[src/design/sks_pkg.sv]
`default_nettype none

package sks_pkg;

   // Fixed field widths of the request and response channels.
   localparam int MODE_W   = 2;
   localparam int KEY_W    = 32;
   localparam int RANK_W   = 6;
   localparam int STATUS_W = 2;
   localparam int COUNT_W  = 7;

   typedef enum logic [MODE_W-1:0] {
      MODE_INSERT = 2'd0,
      MODE_REMOVE = 2'd1,
      MODE_LOOKUP = 2'd2,
      MODE_READ   = 2'd3
   } mode_type;

   typedef enum logic [STATUS_W-1:0] {
      STATUS_OK       = 2'd0,
      STATUS_REJECTED = 2'd1,
      STATUS_FULL     = 2'd2
   } status_type;

   typedef enum logic [1:0] {
      ST_IDLE,
      ST_COMPARE,
      ST_UPDATE,
      ST_RESPOND
   } state_type;

   // Command broadcast to every cell of the row.
   typedef struct packed {
      logic load;    // capture compare flags against the held request
      logic ins;     // commit an insert: shift up from the insert point
      logic rem;     // commit a remove: shift down onto the removed slot
   } cell_cmd_type;

endpackage

`default_nettype wire

[src/design/sks_cell.sv]
`default_nettype none

// One slot of the sorted row. It compares its key with the request key and
// shifts toward or away from its neighbors when an insert or remove commits.
module sks_cell #(
   parameter int KEY_WIDTH = 32,
   parameter int CNT_W     = 7,
   parameter int INDEX     = 0
) (
   input  wire                         clock,
   input  wire                         reset,
   input  wire sks_pkg::cell_cmd_type  cmd_i,
   input  wire [KEY_WIDTH-1:0]         key_i,
   input  wire [sks_pkg::RANK_W-1:0]   rank_i,
   input  wire [CNT_W-1:0]             count_i,
   input  wire [KEY_WIDTH-1:0]         left_entry_i,
   input  wire                         left_lt_i,
   input  wire [KEY_WIDTH-1:0]         right_entry_i,
   output logic [KEY_WIDTH-1:0]        entry_o,
   output logic                        lt_o,
   output logic                        eq_o,
   output logic                        edge_o,
   output logic [KEY_WIDTH-1:0]        rsel_o
);

   logic [KEY_WIDTH-1:0] entry_ff, entry_in;
   logic                 lt_ff, eq_ff, rk_ff;
   logic                 slot_valid;

   assign slot_valid = int'(count_i) > INDEX;

   always_ff @(posedge clock) begin
      if (reset) begin
         lt_ff <= 1'b0;
         eq_ff <= 1'b0;
         rk_ff <= 1'b0;
      end else if (cmd_i.load) begin
         lt_ff <= slot_valid && (entry_ff < key_i);
         eq_ff <= slot_valid && (entry_ff == key_i);
         rk_ff <= slot_valid && (int'(rank_i) == INDEX);
      end
   end

   // Slots below the insert or remove point keep their key.
   always_comb begin
      entry_in = entry_ff;
      if (cmd_i.ins && !lt_ff) begin
         entry_in = left_lt_i ? key_i : left_entry_i;
      end else if (cmd_i.rem && !lt_ff) begin
         entry_in = right_entry_i;
      end
   end

   always_ff @(posedge clock) begin
      entry_ff <= entry_in;
   end

   assign entry_o = entry_ff;
   assign lt_o    = lt_ff;
   assign eq_o    = eq_ff;
   assign edge_o  = left_lt_i && !lt_ff;
   assign rsel_o  = rk_ff ? entry_ff : '0;

endmodule

`default_nettype wire

[config.mk]
export PLATFORM = sky130hd
export DESIGN_NAME = sks_cell
export DESIGN_NICKNAME = d
export VERILOG_FILES = /design/src/design/sks_pkg.sv /design/src/design/sks_cell.sv
export SDC_FILE = /design/constraint.sdc
export NUM_CORES = 1
export LEC_CHECK = 0
export ABC_AREA = 0
export BUFFER_PORTS_ARGS = -buffer_cell sky130_fd_sc_hd__buf_4
export CAP_MARGIN = 20
export CELL_PAD_IN_SITES_DETAIL_PLACEMENT = 1
export CELL_PAD_IN_SITES_GLOBAL_PLACEMENT = 1
export CORE_MARGIN = 3
export CORE_UTILIZATION = 30
export CTS_CLUSTER_SIZE = 20
export DETAILED_ROUTE_END_ITERATION = 12
export PLACE_DENSITY = 0.9
export SLEW_MARGIN = 30
export SYNTH_ARGS = -nofsm -noshare
export SYNTH_HDL_FRONTEND = slang
export SYNTH_SLANG_ARGS = --single-unit
[constraint.sdc]
create_clock -name clock -period 3 [get_ports clock]
set_clock_uncertainty 0.15 [all_clocks]
set_input_delay 0 -clock clock [delete_from_list [all_inputs] [get_ports clock]]
set_output_delay 0 -clock clock [all_outputs]
set_load 0.005 [all_outputs]
==> out/qor.csv, run 1 <==
stage,metric,value,unit
outcome,status,completed,
drt,first_iter_violations,47,
place,numPortBuffers,181,
yosys,ys.flop_type,edfxtp_1,
critical_path,reg2reg_setup_slack,0.33,ns
critical_path,endpoint_kind,register,
yosys,synth_edf_count,32,
cts,path_clk_slew,0.07,ns
yosys,synthTopCellsByCount,"40 x nand2_1, 35 x o21ai_0, 33 x inv_1",
grt,grt_max_degree,65,
cts,htreeDepth,2,
cts,cts_buffer_depth,2,
grt,grt_usage,22.5,%
power,ir_drop,0.160,mV
cells_and_area,fillers,1028,
drt,finalWirelength,12000,um
sta,tightest_slew,0.626,ns
cts,cts_tree,yes,
floorplan,rows,34,
cells_and_area,nNetsFinal,692,
cells_and_area,seq_area,1020,um2
critical_path,worstPathArrival,2.75,ns
drt,drtAntennaViolNets,0,
yosys,synth_compound_area_share,13.0,%
sta,period_share,89.1,%
place,dp_slack,0.848,ns
sta,fmax,374,MHz
cells_and_area,final_area,5020,um2
critical_path,start_kind,register,
grt,grt-ovfl-total,0,
sta,rsz0062_at_grt,no,
min_path,hp-class,in -> reg,
cells_and_area,multi_input_area,1600,um2
grt,grt_pass1_vias,3663,
drt,viasPerCell,4.93,
place,dpl.hpwl,8530,um
cells_and_area,drive_gt1_share,36.1,%
sta,min_period,2.67,ns
floorplan,io_pins,182,
yosys,synthAdderAreaFrac,14.3,%
floorplan,die_y,102,um
yosys,synth_top_area_share,34.4,%
critical_path,path_max_fanout,3,
min_path,worstHoldStart,left_entry_i[21],
critical_path,timing.rr.end,lt_o$_SDFFE_PP0P_,
yosys,synth_top_family_by_area,simple AND/OR/NAND/NOR gates,
floorplan,fp.coreArea,8890,um2
yosys,syn-mean-instance-area,9.15,um2
drt,wl_per_cell,18.4,um
yosys,yosysSeqAreaShare,36.6,%
grt,grt_antenna_before_repair,0,
cts,cts.sinks,35,
sta,setup_viol,0,
cts,numCtsBuffers,5,
yosys,yosys.area.top_type,edfxtp_1,
sta,finalMaxSlewViolations,0,
critical_path,reg2reg_from,entry_o[29]$_DFFE_PP_,
flow_run,cap_violations,0,
sta,slew_headroom,58.3,%
drt,remaining_drc_errors,0,
yosys,synth_warnings,0,
yosys,yosysMostFrequentCell,nand2_1,
grt,grt_pass1_wl,18300,um
yosys,synth_xor_area_share,0,%
cells_and_area,n_antenna_cell,0,
floorplan,start_util,31.4,%
critical_path,cp.required,3.08,ns
critical_path,critPathKind,reg -> reg,
yosys,yosys.cell_types.count,31,
yosys,synth.top_cells.by_area,"edfxtp_1 34%, ha_1 14%, mux2i_1 11%",
cts,post_cts_buffers,0,
power,p_leak,2.53,nW
critical_path,r2r_cells,7,
power,power.total,0.00173,W
yosys,synth_mux_area_share,11.5,%
drt,firstDrtPassIters,4,
sta,hold_viol,0,
drt,vias,3223,
place,place_congestion,0.831,
sta,finalSetupTns,0,ns
cts,cts_root_buf,clkbuf_8,
cts,insertion_delay,0.28,ns
yosys,syn_nets,452,
yosys,synth_seq_cells,35,
floorplan,die-area,10500,um2
yosys,yosys.area_share.simple,18.1,%
floorplan,chipWidth,102,um
yosys,synth_cells,305,
power,powerDensity,345,nW/um2
place,place_area,4250,um2
min_path,hold_depth,3,
sta,layout_setup_ws,0.328,ns
cells_and_area,syn2layout_area_growth,79.7,%
yosys,synthArstFlopShare,0,%
yosys,netlist_area,2790,um2
min_path,holdPathEnd,entry_o[21]$_DFFE_PP_,
flip-flops by register name, summed over array words and instances (netlist names):
name / count
entry_o: 32
lt_o: 1
rk_ff: 1
eq_o: 1
cell type report:
cell class / count / area share, %
Sequential cell: 35 / 20.4
Timing Repair Buffer: 247 / 40.6
Inverter: 33 / 2.47
Tap cell: 108 / 2.69
Multi-Input combinational cell: 223 / 31.9
Clock buffer: 8 / 2.00
kinds of logic (layout without fill, tap and decap cells):
family	Yosys count	in the layout
simple gates	99	99
compound gates	60	60
flops	35	35
buf+inv	47	288
fa+ha+maj	32	32
mux	32	32
layout by cell type, fill, tap and decap left out, types with 2 or more instances in the layout:
cell	n
buf_4	182
dlygate4sd3_1	64
nand2_1	40
o21ai_0	35
inv_1	33
mux2i_1	32
and2_1	32
ha_1	32
edfxtp_1	32
a21oi_1	12
nand4_1	7
clkbuf_8	7
nor2_1	6
nand3_1	3
nor4_1	3
nor2b_1	2
a211oi_1	2
a2111oi_0	2
o211ai_1	2
dfxtp_1	2
power by group:
part           leakage [nW]  switching (W)  internal [W]
Sequential            0.348      0.0000573      0.000620
Clock                0.0515       0.000178      0.000210
Combinational          2.13       0.000288      0.000377
repair_timing:
item	4_1_cts	5_1_grt
endpoints found under the setup margin	0	0
hold endpoints to repair	35	0
gates resized for setup	0	0
hold buffers	64	0
worst max-delay path, stage by stage, from the launching register on:
cell	delay, ns
edfxtp_1	0.45
ha_1	0.33
a211oi_1	0.25
nor2_1	0.10
a2111oi_0	0.35
o211ai_1	0.20
a211oi_2	0.23
dlygate4sd3_1	0.56
worst max-delay path by stage:
stage                           from              endpoint  cells past startpoint
2_1_floorplan      lt_o$_SDFFE_PP0P_  entry_o[0]$_DFFE_PP_                      1
3_3_place_gp   entry_o[29]$_DFFE_PP_     lt_o$_SDFFE_PP0P_                      5
3_5_place_dp   entry_o[29]$_DFFE_PP_     lt_o$_SDFFE_PP0P_                      6
4_1_cts        entry_o[27]$_DFFE_PP_     lt_o$_SDFFE_PP0P_                      6
5_1_grt        entry_o[30]$_DFFE_PP_     lt_o$_SDFFE_PP0P_                      6
6_report       entry_o[29]$_DFFE_PP_     lt_o$_SDFFE_PP0P_                      7
layer usage:
metal | wire length, um | part of all wire, % | vias up | global-route usage, %
met2 | 6620 | 55 | 130 | 45.3
li1 | - | - | 1556 | -
met1 | 4450 | 37 | 1525 | 23.0
met4 | 159 | 1.3 | 0 | 4.84
met5 | 0 | 0 | - | 0
met3 | 798 | 6.6 | 12 | 5.39
metrics by stage:
step / util, % / hold slack, ns / std cells
finish: 56.4 / 0.00273 / 654
global route: 56.4 / 0.0150 / 654
CTS: 56.1 / 0.000449 / 653
detailed placement: 47.8 / 0.0312 / 581
global placement: 47.8 / 0.0324 / 581
floorplan: - / -0.0854 / 305
Note: power is estimated with default switching activity, not from simulation.
==> run 2, diff against run 1 <==
- CELL_PAD_IN_SITES_DETAIL_PLACEMENT: 1 -> not set
- CELL_PAD_IN_SITES_GLOBAL_PLACEMENT: 1 -> not set
- CORE_UTILIZATION: 30 -> 43
- clock period: 3 -> 2.98 ns (I/O delays scaled with it)
==> out/qor.csv, run 2 (synthesis results as in run 1) <==
stage,metric,value,unit
cells_and_area,n_antenna_cell,0,
sta,fmax,381,MHz
grt,grt_antenna_before_repair,0,
cts,cts.sinks,35,
drt,wl_per_cell,18.0,um
power,p_sw,0.000519,W
place,numPortBuffers,181,
cells_and_area,final_cell_mix,"181 x buf_4, 65 x dlygate4sd3_1, 40 x nand2_1",
grt,grt_usage,30.1,%
place,place_area,4220,um2
cts,cts_tree,yes,
power,power.total,0.00172,W
critical_path,crit_chain,ha_1 > a21oi_1 > o21ai_1 > a221o_1 > o311a_1 > a211oi_2 > dlygate4sd3_1,
floorplan,rows,28,
cells_and_area,final_area,4990,um2
cells_and_area,syn2layout_area_growth,78.7,%
grt,global_route.peak_usage_layer,met2,
cts,numCtsBuffers,5,
min_path,hp-class,in -> reg,
sta,finalMaxSlewViolations,0,
cells_and_area,utilization,81.8,%
power,switching_share,30.3,%
outcome,status,"finished, violations left",
floorplan,chipWidth,86.6,um
floorplan,fp.coreArea,6100,um2
drt,firstDrtPassIters,4,
cells_and_area,largest_reg_flops,32,
floorplan,io_pins,182,
cells_and_area,drive_gt1_share,36.0,%
floorplan,die_y,86.6,um
grt,grt_max_degree,36,
floorplan,start_util,45.8,%
power,p_leak,2.54,nW
critical_path,cp.required,3.07,ns
power,ir_drop,0.255,mV
critical_path,r2r_cells,7,
critical_path,worstPathArrival,2.72,ns
grt,grt-ovfl-total,0,
place,dpl.hpwl,7580,um
sta,tightest_slew,0.604,ns
cts,htreeDepth,2,
grt,grt_use_met1,30.3,%
min_path,hold_depth,3,
drt,first_iter_violations,147,
critical_path,endpoint_kind,register,
cts,path_clk_slew,0.09,ns
critical_path,path_max_fanout,3,
place,place_congestion,0.812,
cells_and_area,nNetsFinal,693,
critical_path,slowest_delay,0.55,ns
cts,insertion_delay,0.29,ns
drt,viasPerCell,5.27,
drt,drtAntennaViolNets,0,
cts,cts_root_buf,clkbuf_8,
sta,period_share,88.1,%
drt,remaining_drc_errors,0,
sta,rsz0062_at_grt,no,
sta,slew_headroom,59.8,%
drt,finalWirelength,11200,um
power,p_int,0.00120,W
cts,cts_buffer_depth,2,
power,p_comb_share,39.0,%
sta,finalSetupTns,0,ns
power,clkPwrFrac,21.1,%
grt,use_met3,6.75,%
critical_path,start_kind,register,
grt,gr-usage-met2,58.4,%
cells_and_area,layout.cells.most_common,buf_4,
grt,grt_pass1_vias,3703,
floorplan,die-area,7490,um2
grt,grt_pass1_wl,17600,um
power,powerDensity,344,nW/um2
outcome,violations,hold timing,
sta,hold_viol,1,
drt,vias,3277,
flow_run,cap_violations,0,
power,seqPwrFrac,39.9,%
sta,min_period,2.63,ns
sta,fin_hold_ws,-0.00149,ns
sta,setup_viol,0,
critical_path,crit_path_top_delay_cell,dlygate4sd3_1,
critical_path,critPathKind,reg -> reg,
run 2: per-stage QoR:
stage / std cells / setup WS [ns]
after floorplan: 305 / 0.697
after global placement: 548 / 0.982
after detailed placement: 548 / 0.898
after CTS: 621 / 0.354
after global routing: 622 / 0.170
final: 622 / 0.355
run 2: final cells by class:
type	count	area, um2
Clock inverter	1	5.00
Tap cell	75	93.8
Timing Repair Buffer	248	2060
Clock buffer	7	86.3
Multi-Input combinational cell	223	1600
Fill cell	366	1110
Inverter	33	124
Sequential cell	35	1020
run 2: timing repair:
item / in CTS / in global routing
hold endpoints to repair: 35 / 0
gates resized for setup: 0 / 0
setup endpoints to repair: 0 / 0
hold buffers: 65 / 0
buffers inserted: 0 / 0
run 2: power groups by stage:
stage,logic [W],registers [W],clock network [W]
floorplan,0.000232,0.000682,0
global placement,0.000518,0.000686,0
detailed placement,0.000539,0.000692,0
CTS,0.000642,0.000681,0.000373
global route,0.000731,0.000693,0.000389
finish,0.000670,0.000684,0.000363
run 2: path summary, 6_finish.rpt:
check,slack (ns),to,from
worst min register to register,0.31,eq_o$_SDFFE_PP0P_,eq_o$_SDFFE_PP0P_
worst max-delay path,0.35,lt_o$_SDFFE_PP0P_,entry_o[7]$_DFFE_PP_
worst min-delay path,-0.001,entry_o[21]$_DFFE_PP_,left_entry_i[21]
worst max register to register,0.35,lt_o$_SDFFE_PP0P_,entry_o[7]$_DFFE_PP_
run 2: worst max-delay path, delay by kind of cell (launching register included):
kind / cells / cell delay [ns]
AO/OA/AOI/OAI: 5 / 1.10
buffers and inverters: 1 / 0.55
flip-flops: 1 / 0.43
adder cells (fa/ha/maj): 1 / 0.34
run 2: per-layer routing:
| layer | vias to the layer above | wire length (um) |
|---|---|---|
| li1 | 1554 | - |
| met4 | 0 | 402 |
| met3 | 43 | 841 |
| met5 | - | 0 |
| met2 | 170 | 6200 |
| met1 | 1510 | 3750 |
==> run 3, diff against run 2 <==
- CORE_UTILIZATION: 43 -> 39
- CTS_CLUSTER_DIAMETER: not set -> 200
- PLACE_DENSITY: 0.9 -> 0.86
- RECOVER_POWER: not set -> 25
- clock period: 2.98 -> 2.27 ns (I/O delays scaled with it)
==> out/qor.csv, run 3 (synthesis results as in run 1) <==
stage,metric,value,unit
outcome,status,"finished, violations left",
outcome,violations,hold timing,
sta,hold_viol,1,
sta,slew_headroom,60.2,%
cts,cts_root_buf,clkbuf_8,
critical_path,cp_num_buf_inv,2,
floorplan,io_pins,182,
sta,min_period,2.15,ns
drt,firstDrtPassIters,4,
grt,grt_pass1_wl,16200,um
place,dpl.hpwl,7170,um
min_path,hp-class,in -> reg,
critical_path,crit_path_top_delay_cell,dlygate4sd3_1,
floorplan,die_y,90.6,um
power,ir_drop,0.257,mV
cts,numCtsBuffers,5,
cells_and_area,final_cell_mix,"150 x buf_4, 64 x dlygate4sd3_1, 40 x nand2_1",
place,dp_slack,0.218,ns
place,numPortBuffers,181,
power,p_leak,2.51,nW
drt,remaining_drc_errors,0,
drt,drtAntennaViolNets,0,
sta,setup_viol,0,
grt,grt-ovfl-total,0,
cts,path_clk_slew,0.07,ns
sta,finalSetupTns,0,ns
cells_and_area,drive_gt1_share,34.9,%
grt,grt_pass1_vias,3425,
critical_path,path_max_fanout,64,
floorplan,die-area,8210,um2
sta,fin_hold_ws,-0.00423,ns
drt,first_iter_violations,119,
cts,insertion_delay,0.28,ns
critical_path,path_delay_family,buffers and inverters,
floorplan,start_util,40.6,%
floorplan,chipWidth,90.6,um
drt,vias,3164,
critical_path,cp.required,2.14,ns
critical_path,start_kind,register,
floorplan,rows,30,
drt,finalWirelength,10300,um
cts,cts.sinks,35,
sta,layout_setup_ws,0.121,ns
sta,tightest_slew,0.597,ns
grt,grt_max_degree,65,
cells_and_area,syn2layout_area_growth,78.1,%
cells_and_area,final_area,4970,um2
flow_run,cap_violations,0,
sta,rsz0062_at_grt,no,
place,place_area,4260,um2
power,power.total,0.00219,W
drt,wl_per_cell,16.0,um
cells_and_area,n_antenna_cell,0,
place,place_congestion,0.770,
drt,viasPerCell,4.92,
cells_and_area,utilization,72.4,%
critical_path,endpoint_kind,register,
cells_and_area,layout.cells.most_common,buf_4,
critical_path,slowest_delay,0.62,ns
grt,grt_antenna_before_repair,0,
sta,period_share,94.7,%
grt,grt_usage,24.2,%
cts,htreeDepth,2,
floorplan,fp.coreArea,6870,um2
sta,finalMaxSlewViolations,0,
cells_and_area,largest_reg_flops,32,
cts,cts_buffer_depth,2,
critical_path,worstPathArrival,2.02,ns
cts,cts_tree,yes,
power,powerDensity,441,nW/um2
cells_and_area,fillers,514,
cells_and_area,nNetsFinal,693,
sta,fmax,465,MHz
critical_path,critPathKind,reg -> reg,
critical_path,crit_chain,nand2b_2 > buf_12 > o21ai_0 > dlygate4sd3_1,
run 3: cell count changes in the layout (fill, tap and decap cells not counted), sizes merged:
cell | before | now
dlygate4sd3 | 65 | 64
clkbuf | 7 | 40
buf | 183 | 151
run 3: cell type report:
type,instances,area (um2),area share (%)
Tap cell,96,120,2.42
Clock buffer,7,86.3,1.74
Sequential cell,35,1020,20.5
Clock inverter,1,3.75,0.0755
Inverter,33,124,2.49
Multi-Input combinational cell,223,1600,32.2
Timing Repair Buffer,248,2020,40.5
run 3: worst reg2reg max path: stages, from the launching register on:
cell and delay (ns):
dfxtp_1 0.48, nand2b_2 0.20, buf_12 0.25, o21ai_0 0.19, dlygate4sd3_1 0.62
run 3: per-layer routing:
metal	GRT usage [%]	up-vias	share of wire (%)
li1	-	1554	-
met1	26.7	1454	39
met2	46.8	140	53
met3	4.67	16	6.6
met4	6.38	0	1.5
met5	0	-	0
run 3: final timing paths:
check,slack [ns],cells after the start,start,endpoint
worst max-delay path,0.12,4,lt_o$_SDFFE_PP0P_,entry_o[28]$_DFFE_PP_
worst min register to register,0.33,2,eq_o$_SDFFE_PP0P_,eq_o$_SDFFE_PP0P_
worst max register to register,0.12,4,lt_o$_SDFFE_PP0P_,entry_o[28]$_DFFE_PP_
worst min-delay path,-0.004,3,left_entry_i[22],entry_o[22]$_DFFE_PP_
run 3: report_power, final:
group          internal, W  switching [W]
Clock             0.000243       0.000223
Combinational     0.000480       0.000359
Sequential        0.000819      0.0000677
run 3: repair_timing:
action                                 CTS  global route
setup buffers                            0             0
setup endpoints to repair                0             1
hold buffers                            64             0
gates resized for setup                  0             1
endpoints found under the hold margin   35             0
run 3: per-stage QoR:
stage,hold slack [ns],std cells
final,-0.00423,643
after global routing,0.0285,643
after CTS,0.000295,643
after detailed placement,0.0370,571
after global placement,0.0292,571
after floorplan,-0.0854,305
